==> src/rtl/rlbe_pkg.sv <==
package rlbe_pkg;

  localparam logic [5:0] RUN_MAX    = 6'd63;
  localparam logic [7:0] COUNT_MARK = 8'hC0;

  // Command queue between front and back
  localparam int QDEPTH = 4;
  localparam int QPTR_W = $clog2(QDEPTH);
  localparam int QCNT_W = $clog2(QDEPTH + 1);

  typedef struct packed {
    logic [7:0] pixel;
    logic       line_end;
  } in_item_t;

  typedef struct packed {
    logic [7:0] code_byte;
    logic       burst_last;
    logic       line_done;
  } out_item_t;

  typedef struct packed {
    logic [7:0] value;
    logic [5:0] len;
  } run_t;

  // One entry per item that closes runs: a is the run the new byte ends,
  // b is the run that the line end ends (present exactly on line end).
  typedef struct packed {
    logic a_valid;
    run_t a;
    logic b_valid;
    run_t b;
  } cmd_t;

  typedef enum logic [1:0] {
    PH_A_HEAD,
    PH_A_VAL,
    PH_B_HEAD,
    PH_B_VAL
  } phase_t;

endpackage

==> src/rtl/rlbe_front.sv <==
module rlbe_front (
  input  logic              clk,
  input  logic              rst_n,
  input  logic              in_valid,
  output logic              in_stall,
  input  rlbe_pkg::in_item_t in_item,
  input  logic              q_full,
  output logic              q_push,
  output rlbe_pkg::cmd_t    q_cmd
);

  logic [7:0] run_byte_r, run_byte_nxt;
  logic [5:0] run_len_r, run_len_nxt;
  logic       run_open_r, run_open_nxt;
  logic       accept;
  logic       extend;
  rlbe_pkg::run_t new_run;

  assign in_stall = q_full;
  assign accept   = in_valid && !q_full;

  always_comb begin
    extend = run_open_r && (in_item.pixel == run_byte_r) && (run_len_r < rlbe_pkg::RUN_MAX);
    if (extend) begin
      new_run.value = run_byte_r;
      new_run.len   = run_len_r + 6'd1;
    end else begin
      new_run.value = in_item.pixel;
      new_run.len   = 6'd1;
    end

    q_cmd.a_valid = run_open_r && !extend;
    q_cmd.a.value = run_byte_r;
    q_cmd.a.len   = run_len_r;
    q_cmd.b_valid = in_item.line_end;
    q_cmd.b       = new_run;
    q_push        = accept && (q_cmd.a_valid || q_cmd.b_valid);

    run_byte_nxt = run_byte_r;
    run_len_nxt  = run_len_r;
    run_open_nxt = run_open_r;
    if (accept) begin
      if (in_item.line_end) begin
        // close everything at the line end
        run_byte_nxt = 8'd0;
        run_len_nxt  = 6'd0;
        run_open_nxt = 1'b0;
      end else begin
        run_byte_nxt = new_run.value;
        run_len_nxt  = new_run.len;
        run_open_nxt = 1'b1;
      end
    end
  end

  always_ff @(posedge clk) begin
    if (!rst_n) begin
      run_byte_r <= 8'd0;
      run_len_r  <= 6'd0;
      run_open_r <= 1'b0;
    end else begin
      run_byte_r <= run_byte_nxt;
      run_len_r  <= run_len_nxt;
      run_open_r <= run_open_nxt;
    end
  end

endmodule

==> src/rtl/rlbe_queue.sv <==
module rlbe_queue (
  input  logic           clk,
  input  logic           rst_n,
  input  logic           push,
  input  rlbe_pkg::cmd_t push_cmd,
  output logic           full,
  input  logic           pop,
  output logic           head_valid,
  output rlbe_pkg::cmd_t head_cmd
);

  rlbe_pkg::cmd_t                mem_r [rlbe_pkg::QDEPTH];
  logic [rlbe_pkg::QPTR_W-1:0]   wr_ptr_r, wr_ptr_nxt;
  logic [rlbe_pkg::QPTR_W-1:0]   rd_ptr_r, rd_ptr_nxt;
  logic [rlbe_pkg::QCNT_W-1:0]   count_r, count_nxt;

  assign full       = (count_r == rlbe_pkg::QCNT_W'(rlbe_pkg::QDEPTH));
  assign head_valid = (count_r != '0);
  assign head_cmd   = mem_r[rd_ptr_r];

  always_comb begin
    wr_ptr_nxt = push ? wr_ptr_r + 1'b1 : wr_ptr_r;
    rd_ptr_nxt = pop  ? rd_ptr_r + 1'b1 : rd_ptr_r;
    count_nxt  = count_r;
    if (push && !pop) begin
      count_nxt = count_r + 1'b1;
    end else if (pop && !push) begin
      count_nxt = count_r - 1'b1;
    end
  end

  always_ff @(posedge clk) begin
    if (!rst_n) begin
      wr_ptr_r <= '0;
      rd_ptr_r <= '0;
      count_r  <= '0;
    end else begin
      wr_ptr_r <= wr_ptr_nxt;
      rd_ptr_r <= rd_ptr_nxt;
      count_r  <= count_nxt;
    end
  end

  always_ff @(posedge clk) begin
    if (push) begin
      mem_r[wr_ptr_r] <= push_cmd;
    end
  end

  a_no_overflow: assert property (@(posedge clk) disable iff (!rst_n) !(push && full))
    else $error("command queue written while full");
  a_no_underflow: assert property (@(posedge clk) disable iff (!rst_n) !(pop && !head_valid))
    else $error("command queue read while empty");
  a_count_step: assert property (@(posedge clk) disable iff (!rst_n)
      (push && !pop) |=> (count_r == $past(count_r) + 1'b1))
    else $error("command queue count did not advance on write");
  a_count_range: assert property (@(posedge clk) disable iff (!rst_n)
      count_r <= rlbe_pkg::QCNT_W'(rlbe_pkg::QDEPTH))
    else $error("command queue count out of range");

endmodule

==> src/rtl/rlbe_back.sv <==
module rlbe_back (
  input  logic               clk,
  input  logic               rst_n,
  input  logic               q_valid,
  input  rlbe_pkg::cmd_t     q_cmd,
  output logic               q_pop,
  output logic               out_valid,
  input  logic               out_stall,
  output rlbe_pkg::out_item_t out_item
);

  rlbe_pkg::cmd_t      work_r, work_nxt;
  logic                work_valid_r, work_valid_nxt;
  rlbe_pkg::phase_t    phase_r, phase_nxt;
  logic                out_valid_r, out_valid_nxt;
  rlbe_pkg::out_item_t out_item_r, out_item_nxt;

  logic           out_ready;
  logic           emit;
  logic           in_b;
  logic           head;
  logic           single;
  logic           run_done;
  logic           entry_done;
  rlbe_pkg::run_t cur;
  logic [7:0]     code;

  assign out_valid = out_valid_r;
  assign out_item  = out_item_r;

  always_comb begin
    out_ready = !out_valid_r || !out_stall;
    emit      = work_valid_r && out_ready;
    in_b      = (phase_r inside {rlbe_pkg::PH_B_HEAD, rlbe_pkg::PH_B_VAL});
    head      = (phase_r inside {rlbe_pkg::PH_A_HEAD, rlbe_pkg::PH_B_HEAD});
    cur       = in_b ? work_r.b : work_r.a;
    single    = (cur.len == 6'd1) && (cur.value < rlbe_pkg::COUNT_MARK);
    code      = (head && !single) ? rlbe_pkg::COUNT_MARK + {2'b00, cur.len} : cur.value;
    run_done  = single || !head;
    entry_done = run_done && (in_b || !work_r.b_valid);

    q_pop = q_valid && (!work_valid_r || (emit && entry_done));

    work_nxt       = work_r;
    work_valid_nxt = work_valid_r;
    phase_nxt      = phase_r;
    if (q_pop) begin
      work_nxt       = q_cmd;
      work_valid_nxt = 1'b1;
      phase_nxt      = q_cmd.a_valid ? rlbe_pkg::PH_A_HEAD : rlbe_pkg::PH_B_HEAD;
    end else if (emit) begin
      if (entry_done) begin
        work_valid_nxt = 1'b0;
      end else begin
        case (phase_r)
          rlbe_pkg::PH_A_HEAD: phase_nxt = run_done ? rlbe_pkg::PH_B_HEAD : rlbe_pkg::PH_A_VAL;
          rlbe_pkg::PH_A_VAL:  phase_nxt = rlbe_pkg::PH_B_HEAD;
          rlbe_pkg::PH_B_HEAD: phase_nxt = rlbe_pkg::PH_B_VAL;
          default:             phase_nxt = phase_r;
        endcase
      end
    end

    out_valid_nxt = out_valid_r;
    out_item_nxt  = out_item_r;
    if (out_ready) begin
      out_valid_nxt           = emit;
      out_item_nxt.code_byte  = code;
      out_item_nxt.burst_last = entry_done;
      out_item_nxt.line_done  = entry_done && work_r.b_valid;
    end
  end

  always_ff @(posedge clk) begin
    if (!rst_n) begin
      work_valid_r <= 1'b0;
      phase_r      <= rlbe_pkg::PH_A_HEAD;
      out_valid_r  <= 1'b0;
    end else begin
      work_valid_r <= work_valid_nxt;
      phase_r      <= phase_nxt;
      out_valid_r  <= out_valid_nxt;
    end
  end

  always_ff @(posedge clk) begin
    work_r     <= work_nxt;
    out_item_r <= out_item_nxt;
  end

  a_line_done_last: assert property (@(posedge clk) disable iff (!rst_n)
      (out_valid_r && out_item_r.line_done) |-> out_item_r.burst_last)
    else $error("line_done without burst_last");

endmodule

==> src/rtl/run_length_byte_encoder.sv <==
// Run-length byte encoder for scan-line data.
//
// Input channel (in_valid / in_stall / in_item): one pixel byte per item,
// with line_end set on the last byte of a scan line. An item is taken at
// a clock edge with in_valid high and in_stall low. in_stall rises only
// when the internal command queue is full.
// Result channel (out_valid / out_stall / out_item): one code byte per
// item. burst_last marks the last byte caused by one input item,
// line_done the last byte of a scan line. A stalled result holds.
// Each input item causes zero to four code bytes: the run it closes and,
// on line end, the run holding the final byte.
// Throughput: one input item per cycle while the queue has room; the
// output side moves one code byte per cycle while out_stall is low, and
// a lone byte at or above 0xC0 causes two code bytes. The back-end
// serializer sets the sustained rate.
// With the back end idle, an item's command passes from the queue into
// the back end's work register before its first code byte reaches out_valid.
// Reset (rst_n low, synchronous): clears the pending run, the queue and
// the output register; no results are pending afterwards.
module run_length_byte_encoder (
  input  logic                clk,
  input  logic                rst_n,
  input  logic                in_valid,
  output logic                in_stall,
  input  rlbe_pkg::in_item_t  in_item,
  output logic                out_valid,
  input  logic                out_stall,
  output rlbe_pkg::out_item_t out_item
);

  logic           q_full;
  logic           q_push;
  logic           q_pop;
  logic           q_valid;
  rlbe_pkg::cmd_t push_cmd;
  rlbe_pkg::cmd_t head_cmd;

  // Front: track the open run, classify each item into run closures
  rlbe_front u_front (
    .clk      (clk),
    .rst_n    (rst_n),
    .in_valid (in_valid),
    .in_stall (in_stall),
    .in_item  (in_item),
    .q_full   (q_full),
    .q_push   (q_push),
    .q_cmd    (push_cmd)
  );

  // Queue: decouple the classifier from the byte serializer
  rlbe_queue u_queue (
    .clk        (clk),
    .rst_n      (rst_n),
    .push       (q_push),
    .push_cmd   (push_cmd),
    .full       (q_full),
    .pop        (q_pop),
    .head_valid (q_valid),
    .head_cmd   (head_cmd)
  );

  // Back: expand each closure into code bytes, one per cycle while out_stall is low
  rlbe_back u_back (
    .clk       (clk),
    .rst_n     (rst_n),
    .q_valid   (q_valid),
    .q_cmd     (head_cmd),
    .q_pop     (q_pop),
    .out_valid (out_valid),
    .out_stall (out_stall),
    .out_item  (out_item)
  );

endmodule

==> config.mk <==
export PLATFORM = sky130hd
export DESIGN_NAME = run_length_byte_encoder
export DESIGN_NICKNAME = d
export VERILOG_FILES = /design/src/rtl/rlbe_pkg.sv /design/src/rtl/rlbe_front.sv /design/src/rtl/rlbe_queue.sv /design/src/rtl/rlbe_back.sv /design/src/rtl/run_length_byte_encoder.sv
export SDC_FILE = /design/constraint.sdc
export NUM_CORES = 1
export LEC_CHECK = 0
export BUFFER_PORTS_ARGS = -buffer_cell sky130_fd_sc_hd__buf_2
export CELL_PAD_IN_SITES_DETAIL_PLACEMENT = 1
export CELL_PAD_IN_SITES_GLOBAL_PLACEMENT = 2
export CORE_MARGIN = 8
export CORE_UTILIZATION = 47
export CTS_BUF_LIST = sky130_fd_sc_hd__clkbuf_16
export DETAILED_ROUTE_END_ITERATION = 10
export PLACE_DENSITY_LB_ADDON = 0.05
export REMOVE_ABC_BUFFERS = 1
export SYNTH_ARGS = -nofsm -noshare
export SYNTH_HDL_FRONTEND = slang
export SYNTH_HIERARCHICAL = 1
export SYNTH_SLANG_ARGS = --single-unit
export TNS_END_PERCENT = 5
==> constraint.sdc <==
create_clock -name clk -period 6.1 [get_ports clk]
set_clock_uncertainty 0.2 [all_clocks]
set_input_delay 0.61 -clock clk [delete_from_list [all_inputs] [get_ports clk]]
set_output_delay 0.61 -clock clk [all_outputs]
set_load 0.01 [all_outputs]
==> metrics.md <==
| Metric | Value |
|---|---|
| Clock tree buffer depth | 2 |
| Slew Limit Fails | 0 |
| Startpoint types | flop |
| Worst R2R End | u_queue/count_r[2] |
| Mean instance size in the synthesized netlist | 18.0 um^2 |
| Residual overflow from global routing | 0 |
| Class of the worst hold path | input pin to flop |
| Clock Latency Late Sink | 0.43 ns |
| Worst supply voltage drop on vdd | 0.254 mV |
| Antenna violations before repair | 0 |
| HPWL after detailed placement | 9880 um |
| Startpoint of the most critical hold path | in_item[4] |
| Slew at the pin closest to its max-slew limit | 1.12 ns |
| Cell row count | 46 |
| Area grow syn2layout | 12.9% |
| Final cycle utilization of the critical path | 62.1% |
| Share of power burned in the clock network | 30.0% |
| Overall fraction of global-route tracks in use | 16.8% |
| Reg2reg path depth | 11 |
| Endpoint arrival time on the critical path | 3.94 ns |
| Cell with the most instances after synthesis | sky130_fd_sc_hd__edfxtp_1 |
| Via count of the first global-routing pass | 4080 |
| Required time reported for the critical path endpoint | 6.25 ns |
| Routed wire per std cell | 23.5 um |
| Number of stages on the worst hold path | 1 |
| Final hold viol count | 0 |
| Final antenna-violating net count | 0 |
| Number of different library cells in the post-synthesis netlist | 55 |
| Total vias in the final route | 3737 |
| Area share of the largest cell type after synthesis | 63.5% |
| Vert. Die Dim | 142 um |
| Proportion of power drawn by combinational gates | 23.4% |
| Post-layout net count | 472 |
| Power density cells | 455 mW/mm^2 |
| Net switching power | 1.10 mW |
| Internal power summed over all cells | 2.76 mW |
| Ys Warns | 6 |
| Clock sink count | 187 |
| Clk pin slew, worst setup/hold paths | 0.07 ns |
| Number of instances in the synthesized netlist | 418 |
| Antenna cell count | 0 |
| Largest cells by area after synthesis | sky130_fd_sc_hd__edfxtp_1 64%, sky130_fd_sc_hd__mux4_2 10%, sky130_fd_sc_hd__dfxtp_1 7.5% |
| Number of buffers created by CTS | 17 |
| Final weighted congestion in routability-driven placement | 0.734 |
| Number of setup buffers added after CTS | 0 |
| Flop pwr share | 46.6% |
| Violation count after the first detailed-route iteration | 237 |
| Horizontal die dimension | 142 um |
| Count of state elements after synthesis | 187 |
| Final critical delay including setup and external delays | 3.79 ns |
| Cell type contributing the most total cell area after synthesis | sky130_fd_sc_hd__edfxtp_1 |
| Cts-stage hold buffer count | 0 |
| Number of synthesized flops with an enable pin | 159 |
| Biggest fanout along the worst timing path | 9 |
| CTS tree | yes |
| Net switching fraction of the power | 28.5% |
| Number of setup violations in the final report | 0 |
| Vias per std cell | 5.52 |
| Starting utilization of the core area | 47.7% |
| DRC errors left | 0 |
| Synth Flop Type | sky130_fd_sc_hd__edfxtp_1 |
| Reg-to-reg critical path startpoint | u_front/run_len_r[0] |
| Endpoint of the worst hold-timing path | u_queue/mem_r[0][9] |
| Quantity of gates resized following cts | 0 |
| Worst hold margin | 0.242 ns |
| Most frequent cells after synthesis | 159 x sky130_fd_sc_hd__edfxtp_1, 34 x sky130_fd_sc_hd__mux4_2, 28 x sky130_fd_sc_hd__dfxtp_1 |
| Run status | finished clean |
| Worst setup slack after layout | 2.31 ns |
| Total routed wirelength | 15900 um |
| Total leakage power | 2.80 nW |
| # H-tree levels | 4 |
| Die area | 0.0203 mm^2 |
| Share of final-layout standard cells stronger than drive strength 1 | 24.3% |
| Cell area after synthesis | 0.00752 mm^2 |
| Maximum capacitance violations | 0 |
| Unrepaired setup endpoints after global routing | no |
| Part of the Yosys area used for sequential elements | 71.0% |
| CTS root buf | sky130_fd_sc_hd__clkbuf_16 |
| Setup_tns | 0 ns |
| Max transition margin | 24.9% |
| Maximum number of pins on one net before global-route repair | 35 |
| IO Count | 25 |
| Global-route wire length before repair | 24500 um |
| Setup slack, reg-to-reg | 2.31 ns |
| DR pass1 iterations | 4 |
| Area inside the core boundary | 0.0158 mm^2 |
| Critical path start-end classification | flop to flop |
| Number of input and output port buffers inserted | 24 |
| Peak clock frequency supported by timing | 0.264 GHz |
| Async set-reset flop share out of synthesis | 0% |
| Setup WS pre-CTS | 2.35 ns |
| Nature of the critical path endpoint | flop |
==> stage by stage <==
step	total power, mW	util (%)	area (um^2)	std cells
3_5_place_dp	2.75	49.9	7860	645
4_1_cts	3.91	53.8	8490	677
6_report	3.86	53.8	8490	677
5_1_grt	4.04	53.8	8490	677
3_3_place_gp	2.73	49.9	7860	645
2_1_floorplan	2.42	-	7390	396
==> layout make-up <==
| cell class | count | area [um^2] |
|---|---|---|
| inverter | 9 | 33.8 |
| fill | 1489 | 7280 |
| tap | 216 | 270 |
| clock buffer | 17 | 425 |
| timing repair buffer | 33 | 188 |
| sequential | 187 | 5340 |
| clock inverter | 15 | 199 |
| multi-input combinational | 200 | 2040 |
==> worst max-delay path, cell delays in order, from the launching register on <==
cell and delay [ns]:
sky130_fd_sc_hd__dfxtp_1 0.49, sky130_fd_sc_hd__ha_1 0.25, sky130_fd_sc_hd__nand3_1 0.19, sky130_fd_sc_hd__o211ai_1 0.51
sky130_fd_sc_hd__o31ai_1 0.21, sky130_fd_sc_hd__a21oi_1 0.52, sky130_fd_sc_hd__ha_1 0.28, sky130_fd_sc_hd__inv_1 0.06
sky130_fd_sc_hd__fa_1 0.37, sky130_fd_sc_hd__xor2_1 0.17, sky130_fd_sc_hd__or3_1 0.30, sky130_fd_sc_hd__a21boi_0 0.15
==> logic make-up (layout without fill, tap and decap cells) <==
| logic type | Yosys count | count (layout) | share of synthesized area [%] |
|---|---|---|---|
| and+or+nand+nor | 89 | 89 | 6.84 |
| muxes | 38 | 38 | 11.2 |
| adders and majority gates | 11 | 11 | 1.93 |
| xor gates and xnor gates | 15 | 15 | 1.75 |
| AOI/OAI and AO/OA | 47 | 47 | 5.26 |
| DFF | 187 | 187 | 71.0 |
| buffers and inverters | 31 | 74 | 2.10 |
==> routing by layer <==
metal | part of all wire [%] | routed length (um) | global-route usage, %
met5 | 0 | 0 | 0
met1 | 45 | 7200 | 22.0
met3 | 3.7 | 591 | 3.46
met4 | 1.7 | 265 | 6.43
met2 | 49 | 7820 | 27.2
==> state kept, by name, indices dropped and copies added, names as in the netlist, named ones only <==
signal and flops:
u_back/work_valid_r 1, u_back/out_item 10, u_queue/rd_ptr_r 2, u_queue/wr_ptr_r 2, u_queue/count_r 3, u_queue/mem_r 120
u_front/run_byte_r 8, u_back/work_r 29, u_front/run_open_r 1, u_back/out_valid 1, u_back/phase_r 2, u_front/run_len_r 6
==> worst max path at each step <==
stage,startpoint,endpoint,slack [ns],cells after the start
floorplan,u_back/phase_r[0],u_queue/count_r[2],1.62,12
global placement,u_front/run_len_r[0],u_queue/count_r[2],2.53,11
global route,u_front/run_len_r[0],u_queue/count_r[2],1.96,11
detailed placement,u_front/run_len_r[0],u_queue/count_r[2],2.35,11
CTS,u_front/run_len_r[0],u_queue/mem_r[2][23],2.32,7
finish,u_front/run_len_r[0],u_queue/count_r[2],2.31,11
==> cells in the final DEF, fill, tap and decap left out, drive strengths merged, types with 3 or more instances in the layout <==
cell	count
a21oi	7
inv	10
mux4	36
nor2	6
ha	10
nand3	15
bufinv	4
a2111o	3
edfxtp	159
xnor2	10
clkbuf	17
nand2	26
nand2b	3
clkinv	9
o21ai	5
buf	33
nor2b	5
and2	12
o31ai	3
or3	6
dfxtp	28
xor2	5
nand4	3
a21boi	13
==> power groups by stage <==
stage | Clock [mW] | Sequential (mW) | Combinational [mW]
finish | 1.16 | 1.80 | 0.903
global route | 1.23 | 1.83 | 0.982
CTS | 1.18 | 1.81 | 0.926
floorplan | 0 | 1.85 | 0.568
global placement | 0 | 1.82 | 0.902
detailed placement | 0 | 1.83 | 0.920
Note: power is estimated with default switching activity, not from simulation.
